## src/rtl/dd_pkg.sv

```systemverilog
package dd_pkg;

    // Field widths
    localparam int YEAR_W   = 14;
    localparam int MONTH_W  = 4;
    localparam int DAY_W    = 5;
    localparam int SERIAL_W = 23;
    localparam int DIST_W   = 22;
    localparam int DOY_W    = 9;
    localparam int LEAPS_W  = 13;

    // Saturation value of the day distance
    localparam logic [DIST_W-1:0] DIST_MAX = {DIST_W{1'b1}};

    // Reciprocal of 25 as 5243 / 2^17, exact floor for dividends below 4121
    localparam int RECIP_25    = 5243;
    localparam int RECIP_SHIFT = 17;

    // Cycles from start to the result strobe
    localparam int LATENCY = 5;

    // Epoch 1970-01-01 was a Thursday (3 with Monday as 0)
    localparam int EPOCH_YEAR    = 1970;
    localparam int EPOCH_WEEKDAY = 3;
    localparam int EPOCH_SERIAL  = EPOCH_YEAR * 365 + (EPOCH_YEAR + 3) / 4
                                 - (EPOCH_YEAR + 99) / 100 + (EPOCH_YEAR + 399) / 400 + 1;
    // Weekday = (serial mod 7 + WD_OFFSET) mod 7
    localparam int WD_OFFSET     = (7 - EPOCH_SERIAL % 7 + EPOCH_WEEKDAY) % 7;

    typedef struct packed {
        logic [YEAR_W-1:0]  first_year;
        logic [MONTH_W-1:0] first_month;
        logic [DAY_W-1:0]   first_day;
        logic [YEAR_W-1:0]  second_year;
        logic [MONTH_W-1:0] second_month;
        logic [DAY_W-1:0]   second_day;
    } t_in;

    typedef struct packed {
        logic [DIST_W-1:0] day_distance;
        logic [2:0]        weekday;
        logic              month_error;
    } t_out;

    // Control that travels alongside the data
    typedef struct packed {
        logic valid;
        logic month_error;
    } t_ctl;

    function automatic logic month_bad(input logic [MONTH_W-1:0] m);
        month_bad = (m == '0) || (m > 4'd12);
    endfunction

    // Days in the months before month m of a common year
    function automatic logic [DOY_W-1:0] cum_days(input logic [MONTH_W-1:0] m);
        logic [DOY_W-1:0] v;
        unique case (m)
            4'd2:    v = 9'd31;
            4'd3:    v = 9'd59;
            4'd4:    v = 9'd90;
            4'd5:    v = 9'd120;
            4'd6:    v = 9'd151;
            4'd7:    v = 9'd181;
            4'd8:    v = 9'd212;
            4'd9:    v = 9'd243;
            4'd10:   v = 9'd273;
            4'd11:   v = 9'd304;
            4'd12:   v = 9'd334;
            default: v = 9'd0;
        endcase
        cum_days = v;
    endfunction

endpackage

```

## src/rtl/dd_serial.sv

```systemverilog
module dd_serial (
    input  logic                         i_clk,
    input  logic [dd_pkg::YEAR_W-1:0]    i_year,
    input  logic [dd_pkg::MONTH_W-1:0]   i_month,
    input  logic [dd_pkg::DAY_W-1:0]     i_day,
    output logic [dd_pkg::SERIAL_W-1:0]  o_serial
);

    // ---- stage A: century and 400-year quotients by reciprocal ----
    logic [14:0] sum_b, sum_c;
    logic [12:0] div_b;
    logic [10:0] div_c;
    logic [25:0] prod_b;
    logic [23:0] prod_c;

    logic [dd_pkg::YEAR_W-1:0]  r_a_year;
    logic [dd_pkg::MONTH_W-1:0] r_a_month;
    logic [dd_pkg::DAY_W-1:0]   r_a_day;
    logic [7:0]                 r_q100, n_q100;
    logic [5:0]                 r_q400, n_q400;

    always_comb begin
        sum_b  = {1'b0, i_year} + 15'd99;
        sum_c  = {1'b0, i_year} + 15'd399;
        div_b  = sum_b[14:2];
        div_c  = sum_c[14:4];
        prod_b = 26'(div_b) * 26'(dd_pkg::RECIP_25);
        prod_c = 24'(div_c) * 24'(dd_pkg::RECIP_25);
        n_q100 = prod_b[dd_pkg::RECIP_SHIFT +: 8];
        n_q400 = prod_c[dd_pkg::RECIP_SHIFT +: 6];
    end

    always_ff @(posedge i_clk) begin
        r_a_year  <= i_year;
        r_a_month <= i_month;
        r_a_day   <= i_day;
        r_q100    <= n_q100;
        r_q400    <= n_q400;
    end

    // ---- stage B: leap count, leap flag, year days, day of year ----
    logic [14:0]                 sum_a;
    logic                        is_leap;
    logic [dd_pkg::SERIAL_W-1:0] n_yd, r_yd;
    logic [dd_pkg::LEAPS_W-1:0]  n_leaps, r_leaps;
    logic [dd_pkg::DOY_W-1:0]    n_doy, r_doy;

    always_comb begin
        sum_a   = {1'b0, r_a_year} + 15'd3;
        n_leaps = sum_a[14:2] - 13'(r_q100) + 13'(r_q400);
        // divisible by 100 iff ceil(y/100)*100 == y, same for 400
        is_leap = (r_a_year[1:0] == 2'b00) &&
                  ((15'(r_q100) * 15'd100 != {1'b0, r_a_year}) ||
                   (15'(r_q400) * 15'd400 == {1'b0, r_a_year}));
        n_yd    = dd_pkg::SERIAL_W'(r_a_year) * dd_pkg::SERIAL_W'(365);
        n_doy   = dd_pkg::cum_days(r_a_month) + dd_pkg::DOY_W'(r_a_day)
                + dd_pkg::DOY_W'(is_leap && (r_a_month > 4'd2));
    end

    always_ff @(posedge i_clk) begin
        r_yd    <= n_yd;
        r_leaps <= n_leaps;
        r_doy   <= n_doy;
    end

    // ---- stage C: day serial ----
    logic [dd_pkg::SERIAL_W-1:0] r_serial, n_serial;

    assign n_serial = r_yd + dd_pkg::SERIAL_W'(r_leaps) + dd_pkg::SERIAL_W'(r_doy);

    always_ff @(posedge i_clk) begin
        r_serial <= n_serial;
    end

    assign o_serial = r_serial;

endmodule

```

## src/rtl/dd_finish.sv

```systemverilog
module dd_finish (
    input  logic                         i_clk,
    input  logic                         i_rst_n,
    input  dd_pkg::t_ctl                 i_ctl,
    input  logic [dd_pkg::SERIAL_W-1:0]  i_serial_first,
    input  logic [dd_pkg::SERIAL_W-1:0]  i_serial_second,
    output logic                         o_valid,
    output dd_pkg::t_out                 o_result
);

    // ---- stage D: absolute difference, first mod-7 fold (8 == 1 mod 7) ----
    logic [dd_pkg::SERIAL_W-1:0] diff;
    logic [23:0]                 padded;
    logic [5:0]                  fold;
    logic [dd_pkg::DIST_W-1:0]   n_dist, r_dist;
    logic [5:0]                  r_fold;
    dd_pkg::t_ctl                r_d_ctl;

    always_comb begin
        if (i_serial_first >= i_serial_second) begin
            diff = i_serial_first - i_serial_second;
        end else begin
            diff = i_serial_second - i_serial_first;
        end
        n_dist = diff[dd_pkg::SERIAL_W-1] ? dd_pkg::DIST_MAX : diff[dd_pkg::DIST_W-1:0];
        padded = {1'b0, i_serial_first};
        fold   = '0;
        for (int k = 0; k < 8; k++) begin
            fold = fold + 6'(padded[3*k +: 3]);
        end
    end

    always_ff @(posedge i_clk) begin
        if (!i_rst_n) begin
            r_d_ctl <= '0;
        end else begin
            r_d_ctl <= i_ctl;
        end
    end

    always_ff @(posedge i_clk) begin
        r_dist <= n_dist;
        r_fold <= fold;
    end

    // ---- stage E: final fold, weekday, output register ----
    logic [3:0]   rem_sum, rem7, wd_sum;
    logic [2:0]   wd;
    logic         r_valid;
    dd_pkg::t_out r_result, n_result;

    always_comb begin
        rem_sum = 4'(r_fold[5:3]) + 4'(r_fold[2:0]);
        if (rem_sum >= 4'd14) begin
            rem7 = rem_sum - 4'd14;
        end else if (rem_sum >= 4'd7) begin
            rem7 = rem_sum - 4'd7;
        end else begin
            rem7 = rem_sum;
        end
        wd_sum = rem7 + 4'(dd_pkg::WD_OFFSET);
        wd     = (wd_sum >= 4'd7) ? 3'(wd_sum - 4'd7) : wd_sum[2:0];

        if (r_d_ctl.month_error) begin
            n_result = '{day_distance: '0, weekday: '0, month_error: 1'b1};
        end else begin
            n_result = '{day_distance: r_dist, weekday: wd, month_error: 1'b0};
        end
    end

    always_ff @(posedge i_clk) begin
        if (!i_rst_n) begin
            r_valid <= 1'b0;
        end else begin
            r_valid <= r_d_ctl.valid;
        end
    end

    always_ff @(posedge i_clk) begin
        r_result <= n_result;
    end

    assign o_valid  = r_valid;
    assign o_result = r_result;

endmodule

```

## src/rtl/date_difference_and_weekday_unit.sv

```systemverilog
// Channel   Transfer on                Payload
// --------  -------------------------  ------------------------------
// command   start && !busy             i_item   (dd_pkg::t_in)
// result    o_valid                    o_result (dd_pkg::t_out)
//
// Three stages build each date's day serial (reciprocal quotients, leap
// count and year-days product, final sum), two stages form the distance
// and the weekday. One command per cycle; busy stays low because the
// pipeline never holds. Synchronous reset clears the control pipeline
// registers only. Results appear for one cycle and cannot be held off.
module date_difference_and_weekday_unit (
    input  logic          i_clk,
    input  logic          i_rst_n,
    input  logic          start,
    output logic          busy,
    input  dd_pkg::t_in   i_item,
    output logic          o_valid,
    output dd_pkg::t_out  o_result
);

    logic                        accept;
    dd_pkg::t_ctl                in_ctl;
    dd_pkg::t_ctl                r_ctl [3];
    logic [dd_pkg::SERIAL_W-1:0] serial_first, serial_second;

    assign busy   = 1'b0;
    assign accept = start && !busy;

    always_comb begin
        in_ctl.valid       = accept;
        in_ctl.month_error = dd_pkg::month_bad(i_item.first_month) ||
                             dd_pkg::month_bad(i_item.second_month);
    end

    // Control pipeline matching the serial stages
    always_ff @(posedge i_clk) begin
        if (!i_rst_n) begin
            r_ctl[0] <= '0;
            r_ctl[1] <= '0;
            r_ctl[2] <= '0;
        end else begin
            r_ctl[0] <= in_ctl;
            r_ctl[1] <= r_ctl[0];
            r_ctl[2] <= r_ctl[1];
        end
    end

    dd_serial u_serial_first (
        .i_clk    (i_clk),
        .i_year   (i_item.first_year),
        .i_month  (i_item.first_month),
        .i_day    (i_item.first_day),
        .o_serial (serial_first)
    );

    dd_serial u_serial_second (
        .i_clk    (i_clk),
        .i_year   (i_item.second_year),
        .i_month  (i_item.second_month),
        .i_day    (i_item.second_day),
        .o_serial (serial_second)
    );

    dd_finish u_finish (
        .i_clk           (i_clk),
        .i_rst_n         (i_rst_n),
        .i_ctl           (r_ctl[2]),
        .i_serial_first  (serial_first),
        .i_serial_second (serial_second),
        .o_valid         (o_valid),
        .o_result        (o_result)
    );

endmodule

```

## config.mk

```make
export PLATFORM = sky130hd
export DESIGN_NAME = date_difference_and_weekday_unit
export DESIGN_NICKNAME = d
export VERILOG_FILES = /design/src/rtl/dd_pkg.sv /design/src/rtl/dd_serial.sv /design/src/rtl/dd_finish.sv /design/src/rtl/date_difference_and_weekday_unit.sv
export SDC_FILE = /design/constraint.sdc
export NUM_CORES = 2
export LEC_CHECK = 0
export ABC_AREA = 1
export BUFFER_PORTS_ARGS = -buffer_cell sky130_fd_sc_hd__buf_2
export CORE_ASPECT_RATIO = 0.8
export CORE_UTILIZATION = 70
export DETAILED_ROUTE_END_ITERATION = 10
export PLACE_DENSITY = 0.94
export SLEW_MARGIN = 5
export SYNTH_ARGS = -nofsm -noshare
export SYNTH_HDL_FRONTEND = slang
export SYNTH_SLANG_ARGS = --single-unit
```

## constraint.sdc

```tcl
create_clock -name i_clk -period 10 [get_ports i_clk]
set_input_delay 1.5 -clock i_clk [delete_from_list [all_inputs] [get_ports i_clk]]
set_output_delay 1.5 -clock i_clk [all_outputs]
set_load 0.02 [all_outputs]
```

Yosys cells after proc, flatten, opt, wreduce, memory -nomap -nowiden
Memory sizes are Yosys's and may differ from the RTL's. A register that Yosys moved wholly into a read port is not among the register bits.
Cells that the tools add are included.
- output and inout bits: 28
- bits in writable memories: 6
- logic and storage cells: 108
- memory bits (read-only): 288
- bits in registers: 265
- memories kept: 3
- memory list (name ; depth ; bits a word ; read ports ; clocked after Yosys merged registers in ; write ports ; RTL line ; source):
    (name not given) ; 16 ; 9 ; 1 ; 1 ; 0 ; dd_pkg.sv:58 ; unique case (m)
    (name not given) ; 16 ; 9 ; 1 ; 1 ; 0 ; dd_pkg.sv:58 ;
    r_ctl ; 3 ; 2 ; 3 ; 1 ; 3 ; date_difference_and_weekday_unit.sv:23 ; dd_pkg::t_ctl r_ctl [3];
- order comparisons: 8
- reductions and logical operators: 14
- multipliers: 10
- eq/ne operators: 4
- muxes and demuxes: 10
- $add $sub $neg: 32
- bitwise logic cells: 3
- operators with widths (kind ; number):
    $mul 13x13->25 const B ; 2
    $add 23x13->23 ; 2
    $add 23x9->23 ; 2
    $mul 11x13->23 const B ; 2
    $mul 14x9->23 const B ; 2
    $sub 23x23->23 ; 2
    $add 14x2->15 const B ; 2
    $add 14x7->15 const B ; 2
    $add 14x9->15 const B ; 2
    $add 6x3->6 ; 5
    $eq 15x14->1 ; 2
    $ne 15x14->1 ; 2
    $add 13x6->13 ; 2
    $mul 8x5->13 const B ; 2
    $sub 13x8->13 ; 2
    $ge 23x23->1 ; 1
    $mux 23 ; 1
    $mul 6x5->11 const B ; 2
    $add 9x1->9 ; 2
    $add 9x5->9 ; 2
    $add 3x3->4 ; 2
    $ge 4x3->1 const B ; 2
    $gt 4x2->1 const B ; 2
    $gt 4x4->1 const B ; 2
    16 further kinds ; 32

Longest topological paths before layout
- word-level depth: 7
- depth in mapped cells: 33
- gate-level depth less buffers: 33

Hierarchy
Synthesis repeated with hierarchy kept, for this count alone.
- cells, all modules: 4685
- area, all modules: 36527.5 um^2
- modules (own cells, without submodules) (module ; seq. area each (um^2) ; instances ; area an instance (um^2) ; cells each):
    dd_serial at u_serial_second ; 2282.2 ; 1 ; 15290.9 ; 1884
    dd_serial at u_serial_first ; 2282.2 ; 1 ; 15112.0 ; 1807
    dd_finish ; 1141.1 ; 1 ; 5869.4 ; 953
    date_difference_and_weekday_unit ; 120.1 ; 1 ; 255.2 ; 41

Least setup slack after synthesis
Ideal clock, no wire load.
- kind: in2reg
- start point: input port i_item[32] (netlist name)
- end point: register u_serial_first.r_q100[3]
- required time: 9.888 ns
- stages on the path: 27
- library setup time: 0.112 ns
- path buffers: 0
- path slack: 3.441 ns
- data arrival time: 6.447 ns
- cells stage by stage: o21ai_1 -> nor2_1 -> nand2_1 -> nand3_2 -> nand2_1 -> nor2_1 -> inv_1 -> nor2_1 -> xor2_1 -> fa_1 -> ha_1 -> inv_1 -> fa_1 -> inv_1 -> fa_1 -> inv_1 -> fa_1 -> inv_1 -> ha_1 -> nand2_1 -> inv_1 -> a21boi_0 -> nand2_1 -> o21ai_0 -> nand2_1 -> nand2_1 -> nand2_1
- cells in the longest elaborated chain, start to end: 2
- ends and longest elaborated chain (item ; RTL line ; source):
    from (decl) ; date_difference_and_weekday_unit.sv:16 ; input dd_pkg::t_in i_item,
    $add 14x7->15 ; dd_serial.sv:23 ; sum_b = {1'b0, i_year} + 15'd99;
    $mul 13x13->25 ; dd_serial.sv:27 ; prod_b = 26'(div_b) * 26'(dd_pkg::RECIP_25);
    named net u_serial_first.prod_b[20] ; dd_serial.sv:13 ; logic [25:0] prod_b;
    to (signal assigned) ; dd_serial.sv:37 ; r_q100 <= n_q100;
    to (decl) ; dd_serial.sv:19 ; logic [7:0] r_q100, n_q100;
The timed path passes the listed nets, and every way through them passes these cells.
A chain may end at the register's enable or synchronous reset.

Worst setup path after layout
Same ends and word-level chain as after synthesis.

==> run metrics <==
Hold Path End=u_finish.o_result[6]$_SDFF_PP0_; number of enable flip-flop cells after synthesis=0; achievable clock frequency=about 150 MHz; clk sinks=roughly 290; Die Span X=257 µm; cts bufs inserted=31; Post-CTS Resized=0; Seq cells post-synth=between 200 and 300; GRT overflow=0; syn_area_per_cell=7.75 µm²; first-pass GRT wire length=between 100 and 150 mm; Max transition margin=0.310; FF-to-FF path depth=21; drt total wl=roughly 90 mm; RR Endpoint=u_serial_first.r_doy[8]$_DFF_P_; Initial Util=0.710; H-tree levels=1; r2r setup slk=between 5000 and 6000 ps; Longest Clk Path Bufs=3; vias in the first global route=between 30,000 and 40,000; reg2reg start=u_serial_first.r_q400[1]$_DFF_P_; Least-Margin Pin Slew=a little over 1000 ps; DP Worst Slack=approximately 2600 ps; Worst EP arrival=roughly 7400 ps; drt first-iter violations=2,741; Hold Path Depth=2; Mapped Cells=between 4,000 and 5,000; nets=slightly below 6,000; wire per inst=around 17 µm; number of port buffers=75; row cnt=74; Die Height=~210 µm; skew final=about 35 ps; hpwl dp=around 76 mm; setup ws final=approximately 3100 ps; Final Slew Violations=0; clk_lat worst skew=around 630 ps; clock-pin slew on the worst setup and hold paths=~70 ps; Pre-Repair DR Iteration Count=6; status=finished, final reports clean; core area=just over 50,000 µm²; RSZ-0062 raised after global routing=no; initial antenna violation count=3; critical path class=in -> reg; share of cells above drive strength 1=0.0415; CTS tree=yes; min Tclk post-route=between 6000 and 7000 ps; Tcrit/Tclk final=0.687; # DRC=0; postcts setup bufs=0; Final ANT Viol Nets=0; Yosys cell types=50; Critical Path Most Common Cell=nand2_1; Max FO, Critical Path=6; drt via density=between 5 and 6; total negative setup slack=0 ps; sequential-to-total area share from yosys stat=0.160; num ports=77; Finish-stage setup viols=0; GRT Util Overall=0.349; vias=between 30,000 and 40,000; HP Start=u_finish.r_dist[2]$_SDFF_PP1_; Mapped Area=between 30,000 and 40,000 µm²; Slowest cell on crit path=fa_1; Post-CTS Hold Buffers=0; largest net degree at the start of global routing=25; yosys synthesis warning count=0; hold crit path type=reg -> reg; Die Area=about 53,000 µm²; critical path required time=roughly 11,000 ps; crit-path max cell delay=roughly 550 ps; Critical Path Start Type=primary input; MaxCap Viol Count=0; GPL Wtd Cong=~1; Synth Flop Type=dfxtp_1; asr flop ratio synth=0; Root Buffer=clkbuf_16; Final Hold Viols=0; crit end category=flip-flop; synthesis-to-finish area growth=6.00%
==> cell usage in the layout, fill, tap and decap left out, drive strengths merged, types with 2 or more instances in the layout <==
cell type | netlist | routed
inv | 1117 | 1122
nand2 | 1035 | 1035
ha | 681 | 681
fa | 340 | 340
dfxtp | 291 | 291
nor2 | 280 | 280
a21oi | 191 | 191
nand3 | 191 | 191
xor2 | 131 | 131
o21ai | 106 | 106
buf | 19 | 75
nand4 | 66 | 66
xnor2 | 60 | 60
nor3 | 39 | 39
clkbuf | 10 | 39
a21o | 31 | 31
o21bai | 19 | 19
nand3b | 12 | 12
a21boi | 11 | 11
o21a | 9 | 9
or2 | 9 | 9
o211ai | 8 | 8
nor4 | 7 | 7
a31oi | 7 | 7
clkinv | 1 | 7
bufinv | 0 | 5
and3 | 4 | 4
and2 | 4 | 4
conb | 2 | 3
clkinvlp | 0 | 3
diode | 0 | 2
xnor3 | 2 | 2
nor2b | 2 | 2
o31ai | 2 | 2
==> stage by stage <==
stage / cells / util / area (µm²) / hold slack, ps
global route: 5482 / 0.753 / 38500 / 424
global placement: 5423 / 0.731 / 37400 / 389
floorplan: 4693 / - / 36400 / 386
CTS: 5481 / 0.753 / 38500 / 403
detailed placement: 5423 / 0.731 / 37400 / 394
finish: 5483 / 0.753 / 38500 / 406
==> layout make-up <==
cell class	count	area [µm²]
timing repair buffer	75	375
sequential	291	5830
tap	684	856
fill	3419	12700
clock buffer	39	846
inverter	1118	4200
clock inverter	19	272
multi-input combinational	3255	26200
antenna	2	5.00
==> kinds of logic after synthesis <==
logic type,Yosys count,synth area share
xor gates and xnor gates,193,0.0472
adders and majority gates,1021,0.421
DFF,291,0.160
other,2,0.000206
AOI/OAI and AO/OA,388,0.0596
buffers and inverters,1147,0.120
and+or+nand+nor,1650,0.191
==> layer usage <==
| layer | GRT usage | up-vias | part of all wire |
|---|---|---|---|
| met3 | 0.0705 | 260 | 0.096 |
| li1 | - | 14700 | - |
| met2 | 0.580 | 1430 | 0.45 |
| met1 | 0.457 | 14200 | 0.42 |
| met4 | 0.119 | 4 | 0.035 |
| met5 | 0 | - | 0.00030 |
==> worst max path at each step <==
stage / to / slack (ps) / startpoint
2_1_floorplan: u_serial_first.r_q100[3]$_DFF_P_ / 3440 / i_item[32]
3_3_place_gp: u_serial_first.r_q100[3]$_DFF_P_ / 2840 / i_item[32]
3_5_place_dp: u_serial_first.r_q100[3]$_DFF_P_ / 2650 / i_item[32]
4_1_cts: u_serial_first.r_q100[3]$_DFF_P_ / 3250 / i_item[32]
5_1_grt: u_serial_first.r_q100[3]$_DFF_P_ / 2630 / i_item[32]
6_report: u_serial_first.r_q100[3]$_DFF_P_ / 3130 / i_item[32]
==> flip-flops by register name, indices dropped and copies added (netlist names), 9 cells and up, named ones only <==
register                  count
u_finish.o_result            26
u_finish.r_dist              22
u_serial_first.o_serial      23
u_serial_first.r_a_year      14
u_serial_first.r_doy          9
u_serial_first.r_leaps       13
u_serial_first.r_yd          23
u_serial_second.o_serial     23
u_serial_second.r_a_year     14
u_serial_second.r_doy         9
u_serial_second.r_leaps      13
u_serial_second.r_yd         23
==> cells in the mapped netlist, drive strengths merged (2+ instances only) <==
library cell,n,area share
buf,19,0.0038
ha,681,0.23
xnor3,2,0.0012
nor4,7,0.0012
nand3b,12,0.0025
o211ai,8,0.0017
conb,2,0.00021
fa,340,0.19
o21a,9,0.0019
nand2,1035,0.11
and3,4,0.00069
clkbuf,10,0.0010
dfxtp,291,0.16
a21oi,191,0.026
nand4,66,0.011
o31ai,2,0.00041
xnor2,60,0.014
o21ai,106,0.015
nand3,191,0.026
o21bai,19,0.0039
a21o,31,0.0064
a31oi,7,0.0012
a21boi,11,0.0023
or2,9,0.0015
xor2,131,0.032
and2,4,0.00069
nor3,39,0.0060
nor2,280,0.031
inv,1117,0.12
nor2b,2,0.00034
==> critical path: cells and delay by family <==
kind,cells,cell delay (ps)
buf+inv,6,580
simple gates,12,1800
fa+ha+maj,6,2730
compound gates,4,780
Power is left out: the tool's default activity adds up to more than one toggle a clock period on the data nets, which glitch-free logic cannot reach.
